==> src/rtl/core/tkst_pkg.sv <==
// Shared constants and types for the streaming top-k tracker.
package tkst_pkg;

   // Fixed field widths of the request, response and csr beats
   localparam int DATA_W  = 32;
   localparam int COUNT_W = 5;
   localparam int POS_W   = 4;

   // Defaults for the top-level parameters
   localparam int DEPTH_DEF       = 16;
   localparam int VALUE_WIDTH_DEF = 32;

   // Request commands
   localparam logic CMD_INSERT = 1'b0;
   localparam logic CMD_QUERY  = 1'b1;

   // Per-cycle shift command broadcast to every cell of the row
   typedef struct packed {
      logic place;     // open a slot above the new value and write it
      logic replace;   // drop the minimum, slide down, write the new value
   } tkst_shift_type;

   // Result slot control from the query sequencer
   typedef struct packed {
      logic             fire;
      logic [POS_W-1:0] position;
      logic             last;
      logic             item_valid;
   } tkst_emit_type;

endpackage

==> src/rtl/core/tkst_if.sv <==
// Request and response channel interfaces of the top-k tracker.
interface tkst_req_if import tkst_pkg::*; ();
   logic                     valid;
   logic                     ready;
   logic                     cmd;
   logic signed [DATA_W-1:0] value;
   logic [COUNT_W-1:0]       count;
   logic                     ascending;

   modport source (output valid, cmd, value, count, ascending, input ready);
   modport sink   (input valid, cmd, value, count, ascending, output ready);
endinterface

interface tkst_rsp_if import tkst_pkg::*; ();
   logic                     valid;
   logic                     ready;
   logic signed [DATA_W-1:0] result_value;
   logic [POS_W-1:0]         position;
   logic                     last;
   logic                     item_valid;
   logic [COUNT_W-1:0]       stored_count;
   logic                     overflowed;

   modport source (output valid, result_value, position, last, item_valid, stored_count,
                   overflowed, input ready);
   modport sink   (input valid, result_value, position, last, item_valid, stored_count,
                   overflowed, output ready);
endinterface

==> src/rtl/core/tkst_cell.sv <==
// One entry of the sorted row: holds a value and trades with its neighbors.
module tkst_cell import tkst_pkg::*; #(
   parameter int VW    = VALUE_WIDTH_DEF,
   parameter int CNT_W = 5,
   parameter int INDEX = 0
) (
   input  logic                 clock,
   input  tkst_shift_type       ctrl,
   input  logic [CNT_W-1:0]     held,
   input  logic signed [VW-1:0] ins_value,
   input  logic signed [VW-1:0] left_value,
   input  logic                 left_gt,
   input  logic signed [VW-1:0] right_value,
   input  logic                 right_lt,
   output logic signed [VW-1:0] cell_value,
   output logic                 gt,
   output logic                 lt
);

   logic signed [VW-1:0] value_ff;
   logic signed [VW-1:0] value_in;
   logic                 in_range;
   logic                 is_tail;

   assign in_range   = CNT_W'(INDEX) < held;
   assign is_tail    = CNT_W'(INDEX) == held;
   assign gt         = in_range && (value_ff > ins_value);
   assign lt         = in_range && (value_ff < ins_value);
   assign cell_value = value_ff;

   // Pick the next entry: shift up on place, shift down on replace
   always_comb begin
      value_in = value_ff;
      if (ctrl.place && (in_range || is_tail)) begin
         if (left_gt) begin
            value_in = left_value;
         end else if (gt || is_tail) begin
            value_in = ins_value;
         end
      end else if (ctrl.replace && in_range) begin
         if (right_lt) begin
            value_in = right_value;
         end else if (lt) begin
            value_in = ins_value;
         end
      end
   end

   always_ff @(posedge clock) begin
      value_ff <= value_in;
   end

endmodule

==> src/rtl/core/tkst_query_seq.sv <==
// Query sequencer: walks the sorted row and paces one result per free slot.
module tkst_query_seq import tkst_pkg::*; #(
   parameter int CNT_W = 5,
   parameter int IDX_W = 4
) (
   input  logic               clock,
   input  logic               reset,
   input  logic               start,
   input  logic [COUNT_W-1:0] count,
   input  logic               ascending,
   input  logic [CNT_W-1:0]   held,
   input  logic               slot_free,
   output logic               busy,
   output logic [IDX_W-1:0]   rd_idx,
   output tkst_emit_type      emit
);

   logic             busy_ff, busy_in;
   logic [CNT_W-1:0] k_ff, k_in;
   logic [CNT_W-1:0] n_ff, n_in;
   logic [IDX_W-1:0] idx_ff, idx_in;
   logic             asc_ff, asc_in;
   logic             empty_ff, empty_in;
   logic [CNT_W-1:0] n_start;
   logic             is_last;

   // Clamp the wanted count to what is held; zero means all
   assign n_start = (count == '0 || 32'(count) > 32'(held)) ? held : CNT_W'(count);
   assign is_last = empty_ff || (CNT_W'(k_ff + 1'b1) == n_ff);

   assign busy            = busy_ff;
   assign rd_idx          = idx_ff;
   assign emit.fire       = busy_ff && slot_free;
   assign emit.position   = POS_W'(k_ff);
   assign emit.last       = is_last;
   assign emit.item_valid = !empty_ff;

   always_comb begin
      busy_in  = busy_ff;
      k_in     = k_ff;
      n_in     = n_ff;
      idx_in   = idx_ff;
      asc_in   = asc_ff;
      empty_in = empty_ff;
      if (start) begin
         // Load the run: ascending starts at the smallest wanted entry
         busy_in  = 1'b1;
         k_in     = '0;
         n_in     = n_start;
         asc_in   = ascending;
         empty_in = (held == '0);
         idx_in   = ascending ? IDX_W'(CNT_W'(held - n_start)) : IDX_W'(CNT_W'(held - 1'b1));
      end else if (busy_ff && slot_free) begin
         // Advance one beat
         k_in   = CNT_W'(k_ff + 1'b1);
         idx_in = asc_ff ? IDX_W'(idx_ff + 1'b1) : IDX_W'(idx_ff - 1'b1);
         if (is_last) begin
            busy_in = 1'b0;
         end
      end
   end

   always_ff @(posedge clock) begin
      if (reset) begin
         busy_ff <= 1'b0;
      end else begin
         busy_ff <= busy_in;
      end
      k_ff     <= k_in;
      n_ff     <= n_in;
      idx_ff   <= idx_in;
      asc_ff   <= asc_in;
      empty_ff <= empty_in;
   end

endmodule

==> src/rtl/core/top_k_stream_tracker.sv <==
// An accepted insert shows in the row in the next cycle; one insert is taken every cycle
// while no query run is in flight. A query of n results first registers the run in the
// sequencer, then loads each result into the response register, one result per cycle while
// the consumer takes them; the next request waits until the last result has been loaded.
// The insert rate is set by the row of compare/shift cells, the query rate by the response slot.
// Reset (synchronous) empties the store, clears the overflow flag and capacity.
module top_k_stream_tracker import tkst_pkg::*; #(
   parameter int DEPTH       = DEPTH_DEF,
   parameter int VALUE_WIDTH = VALUE_WIDTH_DEF
) (
   input  logic               clock,
   input  logic               reset,
   tkst_req_if.sink           req_bus,
   tkst_rsp_if.source         rsp_bus,
   input  logic               csr_wr_en,
   input  logic [COUNT_W-1:0] csr_wr_data
);

   localparam int CNT_W = $clog2(DEPTH + 1);
   localparam int IDX_W = (DEPTH > 1) ? $clog2(DEPTH) : 1;

   logic [COUNT_W-1:0]        capacity_ff;
   logic [CNT_W-1:0]          held_ff, held_in;
   logic                      overflow_ff, overflow_in;
   logic signed [VALUE_WIDTH-1:0] ins_value;
   logic signed [VALUE_WIDTH-1:0] cell_value [DEPTH];
   logic                      cell_gt [DEPTH];
   logic                      cell_lt [DEPTH];
   tkst_shift_type            shift;
   logic                      ins_accept;
   logic                      qry_accept;
   logic                      unbounded;
   logic                      full;
   logic                      busy;
   logic                      slot_free;
   logic [IDX_W-1:0]          rd_idx;
   tkst_emit_type             emit;

   logic                      rsp_valid_ff;
   logic signed [DATA_W-1:0]  rsp_value_ff;
   logic [POS_W-1:0]          rsp_pos_ff;
   logic                      rsp_last_ff;
   logic                      rsp_item_ff;
   logic [COUNT_W-1:0]        rsp_count_ff;
   logic                      rsp_ovf_ff;

   // Request handshake: hold off while a query run is being emitted
   assign req_bus.ready = !busy;
   assign ins_accept    = req_bus.valid && !busy && (req_bus.cmd == CMD_INSERT);
   assign qry_accept    = req_bus.valid && !busy && (req_bus.cmd == CMD_QUERY);
   assign ins_value     = VALUE_WIDTH'(req_bus.value);

   // Capacity decode: zero or above depth means keep up to depth
   assign unbounded = (capacity_ff == '0) || (32'(capacity_ff) > DEPTH);
   assign full      = unbounded ? (32'(held_ff) >= DEPTH) : (32'(held_ff) >= 32'(capacity_ff));

   assign shift.place   = ins_accept && !full;
   assign shift.replace = ins_accept && full && (held_ff != '0) && (ins_value > cell_value[0]);

   always_comb begin
      held_in     = shift.place ? CNT_W'(held_ff + 1'b1) : held_ff;
      overflow_in = overflow_ff || (ins_accept && full && unbounded);
   end

   always_ff @(posedge clock) begin
      if (reset) begin
         capacity_ff <= '0;
         held_ff     <= '0;
         overflow_ff <= 1'b0;
      end else begin
         if (csr_wr_en) begin
            capacity_ff <= csr_wr_data;
         end
         held_ff     <= held_in;
         overflow_ff <= overflow_in;
      end
   end

   // Sorted row of cells, smallest at index zero
   for (genvar j = 0; j < DEPTH; j++) begin : g_cell
      logic signed [VALUE_WIDTH-1:0] left_value;
      logic signed [VALUE_WIDTH-1:0] right_value;
      logic                          left_gt;
      logic                          right_lt;

      if (j == 0) begin : g_first
         assign left_value = cell_value[j];
         assign left_gt    = 1'b0;
      end else begin : g_mid_l
         assign left_value = cell_value[j-1];
         assign left_gt    = cell_gt[j-1];
      end
      if (j == DEPTH - 1) begin : g_last
         assign right_value = cell_value[j];
         assign right_lt    = 1'b0;
      end else begin : g_mid_r
         assign right_value = cell_value[j+1];
         assign right_lt    = cell_lt[j+1];
      end

      tkst_cell #(
         .VW    (VALUE_WIDTH),
         .CNT_W (CNT_W),
         .INDEX (j)
      ) u_cell (
         .clock       (clock),
         .ctrl        (shift),
         .held        (held_ff),
         .ins_value   (ins_value),
         .left_value  (left_value),
         .left_gt     (left_gt),
         .right_value (right_value),
         .right_lt    (right_lt),
         .cell_value  (cell_value[j]),
         .gt          (cell_gt[j]),
         .lt          (cell_lt[j])
      );
   end

   assign slot_free = !rsp_valid_ff || rsp_bus.ready;

   tkst_query_seq #(
      .CNT_W (CNT_W),
      .IDX_W (IDX_W)
   ) u_seq (
      .clock     (clock),
      .reset     (reset),
      .start     (qry_accept),
      .count     (req_bus.count),
      .ascending (req_bus.ascending),
      .held      (held_ff),
      .slot_free (slot_free),
      .busy      (busy),
      .rd_idx    (rd_idx),
      .emit      (emit)
   );

   // Response register: load on a sequencer beat, drop once taken
   always_ff @(posedge clock) begin
      if (reset) begin
         rsp_valid_ff <= 1'b0;
      end else if (emit.fire) begin
         rsp_valid_ff <= 1'b1;
      end else if (rsp_bus.ready) begin
         rsp_valid_ff <= 1'b0;
      end
      if (emit.fire) begin
         rsp_value_ff <= emit.item_valid ? DATA_W'(cell_value[rd_idx]) : '0;
         rsp_pos_ff   <= emit.position;
         rsp_last_ff  <= emit.last;
         rsp_item_ff  <= emit.item_valid;
         rsp_count_ff <= COUNT_W'(held_ff);
         rsp_ovf_ff   <= overflow_ff;
      end
   end

   assign rsp_bus.valid        = rsp_valid_ff;
   assign rsp_bus.result_value = rsp_value_ff;
   assign rsp_bus.position     = rsp_pos_ff;
   assign rsp_bus.last         = rsp_last_ff;
   assign rsp_bus.item_valid   = rsp_item_ff;
   assign rsp_bus.stored_count = rsp_count_ff;
   assign rsp_bus.overflowed   = rsp_ovf_ff;

endmodule

==> src/flat_wrapper.sv <==
// flat-port wrapper written by rule: the top's interface ports become plain ports
module top_k_stream_tracker_flat import tkst_pkg::*;
#(
   parameter int DEPTH       = DEPTH_DEF,
   parameter int VALUE_WIDTH = VALUE_WIDTH_DEF
)
  (clock, reset, csr_wr_en, csr_wr_data, req_bus_valid, req_bus_cmd, req_bus_value, req_bus_count, req_bus_ascending, req_bus_ready, rsp_bus_valid, rsp_bus_result_value, rsp_bus_position, rsp_bus_last, rsp_bus_item_valid, rsp_bus_stored_count, rsp_bus_overflowed, rsp_bus_ready);
  tkst_req_if req_bus_i ();
  tkst_rsp_if rsp_bus_i ();
  input  logic clock;
  input  logic reset;
  input  logic csr_wr_en;
  input  logic [COUNT_W-1:0] csr_wr_data;
  input wire logic [$bits(req_bus_i.valid)-1:0] req_bus_valid;
  input wire logic [$bits(req_bus_i.cmd)-1:0] req_bus_cmd;
  input wire logic [$bits(req_bus_i.value)-1:0] req_bus_value;
  input wire logic [$bits(req_bus_i.count)-1:0] req_bus_count;
  input wire logic [$bits(req_bus_i.ascending)-1:0] req_bus_ascending;
  output wire logic [$bits(req_bus_i.ready)-1:0] req_bus_ready;
  output wire logic [$bits(rsp_bus_i.valid)-1:0] rsp_bus_valid;
  output wire logic [$bits(rsp_bus_i.result_value)-1:0] rsp_bus_result_value;
  output wire logic [$bits(rsp_bus_i.position)-1:0] rsp_bus_position;
  output wire logic [$bits(rsp_bus_i.last)-1:0] rsp_bus_last;
  output wire logic [$bits(rsp_bus_i.item_valid)-1:0] rsp_bus_item_valid;
  output wire logic [$bits(rsp_bus_i.stored_count)-1:0] rsp_bus_stored_count;
  output wire logic [$bits(rsp_bus_i.overflowed)-1:0] rsp_bus_overflowed;
  input wire logic [$bits(rsp_bus_i.ready)-1:0] rsp_bus_ready;
  assign req_bus_i.valid = req_bus_valid;
  assign req_bus_i.cmd = req_bus_cmd;
  assign req_bus_i.value = req_bus_value;
  assign req_bus_i.count = req_bus_count;
  assign req_bus_i.ascending = req_bus_ascending;
  assign req_bus_ready = req_bus_i.ready;
  assign rsp_bus_valid = rsp_bus_i.valid;
  assign rsp_bus_result_value = rsp_bus_i.result_value;
  assign rsp_bus_position = rsp_bus_i.position;
  assign rsp_bus_last = rsp_bus_i.last;
  assign rsp_bus_item_valid = rsp_bus_i.item_valid;
  assign rsp_bus_stored_count = rsp_bus_i.stored_count;
  assign rsp_bus_overflowed = rsp_bus_i.overflowed;
  assign rsp_bus_i.ready = rsp_bus_ready;
  top_k_stream_tracker #(.DEPTH(DEPTH), .VALUE_WIDTH(VALUE_WIDTH)) u_core (.clock(clock), .reset(reset), .req_bus(req_bus_i), .rsp_bus(rsp_bus_i), .csr_wr_en(csr_wr_en), .csr_wr_data(csr_wr_data));
endmodule
==> config.mk <==
export PLATFORM = sky130hd
export DESIGN_NAME = top_k_stream_tracker_flat
export DESIGN_NICKNAME = d
export VERILOG_FILES = /design/src/rtl/core/tkst_pkg.sv /design/src/rtl/core/tkst_if.sv /design/src/rtl/core/tkst_cell.sv /design/src/rtl/core/tkst_query_seq.sv /design/src/rtl/core/top_k_stream_tracker.sv /design/src/flat_wrapper.sv
export SDC_FILE = /design/constraint.sdc
export NUM_CORES = 2
export LEC_CHECK = 0
export BUFFER_PORTS_ARGS = -buffer_cell sky130_fd_sc_hd__buf_4
export CAP_MARGIN = 20
export CELL_PAD_IN_SITES_DETAIL_PLACEMENT = 2
export CELL_PAD_IN_SITES_GLOBAL_PLACEMENT = 2
export CORE_MARGIN = 10
export CORE_UTILIZATION = 43
export DETAILED_ROUTE_END_ITERATION = 8
export PLACE_DENSITY = 0.77
export SLEW_MARGIN = 0
export SYNTH_ARGS = -nofsm -noshare
export SYNTH_HDL_FRONTEND = slang
export SYNTH_HIERARCHICAL = 1
export SYNTH_SLANG_ARGS = --single-unit
==> constraint.sdc <==
create_clock -name clock -period 7.04 [get_ports clock]
set_input_delay 0.704 -clock clock [delete_from_list [all_inputs] [get_ports clock]]
set_output_delay 0.704 -clock clock [all_outputs]
set_load 0.005 [all_outputs]
==> flow_summary.ini <==
[outcome]
status = finished, violations left
violations = slew limit

[detailed_routing]
postRouteAntennaNets = 0
vias = 39200
drt-pass1-iter-count = 5
wl_per_cell_um = 28.0
drc = 0
drtIter0Drc = 3059
wirelength_um = 165000
vias_per_cell = 6.64

[grt]
first_global_vias = 41600
grt_pass1_wl_um = 253000
grt.total_usage_pct = 26.5
grt_max_degree = 131
antenna_found_initial = 12
overflow = 0

[placement]
dpl_cell_area_um2 = 48000
gp_congestion = 0.870
port-buffer-count = 94
dp_hpwl_um = 128000

[sta]
relSlewSlack_pct = -48.3
fin_setup_tns_ps = 0
fin_skew_ps = 25.9
min_period_ps = 5090
finalCritPeriodShare_pct = 72.3
rsz0062_at_grt = no
tightest_slew_ps = 2220
whs_ps = 278
setup_viol = 0
slew_violations = 65
finalHoldViolCount = 0
fmax_mhz = 196

[die]
std_cell_rows = 119
die_w_um = 347
core_um2 = 106000
boundaryPins = 95
die_h_um = 347
dieArea_um2 = 120000
initial_core_util_pct = 43.4

[layout]
multi_input_area_um2 = 25500
fin_area_um2 = 50600
nets = 5061
drive_above_1_share_pct = 12.6
final_cell_mix = 596 x inv_1, 567 x edfxtp_1, 562 x ha_1, 496 x a31oi_1, 495 x o22ai_1
fill_cells = 10800
area_delta_synth_final_pct = 10.2
fin_util_pct = 47.9
seqCellArea_um2 = 17400
mostFrequentLayoutCell = inv_1

[worst_setup_path]
critPathBufInv = 2
critPathCaptureType = flop
critPathMaxStageDelay_ps = 810
required_ps = 7400
crit_family = compound AO/OA/AOI/OAI gates
worstSetupPathType = flop to flop
ff2ff_path_depth = 12
rr_startpoint = u_core/g_cell[0].u_cell/cell_value[7]$_DFFE_PP_
critPathLaunchType = flop
cp_slowest_cell = a21oi_2
r2r_setup_slack_ps = 1950
path_cells = inv_1 > ha_1 > a21oi_1 > o21ai_0 > a221o_1 > o31a_1 > or3_1 > a21oi_2 > nor3b_1 > o21bai_1 > mux2_1 > buf_4
r2r_end = u_core/g_cell[8].u_cell/cell_value[24]$_DFFE_PP_
cp.arrival_ps = 5450
crit_fanout = 17

[min_path]
whs_path_depth = 1
worstHoldStart = req_bus_ascending
hold_end = u_core/u_seq/asc_ff$_DFFE_PP_
holdCritPathClass = input pin to flop

[synth]
avgSynthCellArea_um2 = 10.3
synthCells = 4457
ys_warn_count = 6
synthesis.area_um2 = 45900

[power_and_ir_drop]
cellPowerDensity_nw_per_um2 = 182
peakVddDrop_mv = 0.144
power.switching_uw = 2610
internal-power_uw = 6590
clkPwrFrac_pct = 41.3
p_leak_uw = 0.0203
seqPwrFrac_pct = 42.7
p_comb_share_pct = 16.1
power.total_uw = 9200
switching_share_pct = 28.4

[job]
drv_cap = 0

[clock_network]
tritoncts = done
cts_root_buf = clkbuf_16
path_clk_slew_ps = 60
clock_latency_ps = 680
cts_setup_buffers = 0
htreeDepth = 3
cts_buffers = 76
cts-resized-gates = 0
cts_sinks = 585
cts_max_path_buffers = 3
cts_hold_buf = 0
-- area by class of cell --
class / count / share of cell area [%]
diodes: 1 / 0.00495
clock buffers: 96 / 3.97
clock inverters: 42 / 0.591
inverters: 598 / 4.44
multi-input cells: 3032 / 50.4
flip-flops and latches: 585 / 34.4
well taps: 1391 / 3.44
repair buffers: 155 / 2.81
-- state kept, by name (all words and copies together), names as in the netlist, 4 cells and up --
signal	flops
u_core/g_cell.u_cell/cell_value	512
u_core/rsp_bus.result_value	32
u_core/capacity_ff	5
u_core/held_ff	5
u_core/rsp_bus.stored_count	5
u_core/u_seq/k_ff	5
u_core/u_seq/n_ff	5
u_core/rsp_bus.position	4
u_core/u_seq/rd_idx	4
-- power by group through the flow --
stage	combinational [uW]	clock, uW	sequential [uW]
6_report	1480	3800	3920
5_1_grt	1610	3980	3930
4_1_cts	1460	3860	3920
3_5_place_dp	1440	0	4000
3_3_place_gp	1370	0	3990
2_1_floorplan	923	0	3980
-- through the flow --
stage,setup WS [ps],cells
final,1950,5900
after detailed placement,1570,5750
after CTS,1940,5888
after floorplan,601,4460
after global placement,1710,5749
after global routing,1620,5899
-- worst max-delay path by stage --
| stage | slack, ps | depth (start not counted) | end | startpoint |
|---|---|---|---|---|
| 6_report | 1950 | 12 | u_core/g_cell[8].u_cell/cell_value[24]$_DFFE_PP_ | u_core/g_cell[0].u_cell/cell_value[7]$_DFFE_PP_ |
| 5_1_grt | 1620 | 13 | u_core/g_cell[8].u_cell/cell_value[24]$_DFFE_PP_ | u_core/g_cell[0].u_cell/cell_value[14]$_DFFE_PP_ |
| 4_1_cts | 1940 | 12 | u_core/g_cell[8].u_cell/cell_value[24]$_DFFE_PP_ | u_core/g_cell[0].u_cell/cell_value[14]$_DFFE_PP_ |
| 3_5_place_dp | 1570 | 12 | u_core/g_cell[8].u_cell/cell_value[25]$_DFFE_PP_ | req_bus_value[7] |
| 3_3_place_gp | 1710 | 13 | u_core/g_cell[14].u_cell/cell_value[24]$_DFFE_PP_ | req_bus_value[7] |
| 2_1_floorplan | 600 | 8 | u_core/g_cell[1].u_cell/cell_value[0]$_DFFE_PP_ | u_core/held_ff[4]$_SDFFE_PP0P_ |
-- layer usage --
layer	wire length (um)	vias to the layer above	GRT usage (%)
met4	5560	2	8.73
li1	-	17600	-
met5	13	-	0
met3	6330	238	2.87
met1	72700	20400	35.0
met2	80600	914	45.2
(Power assumes the default switching activity.)
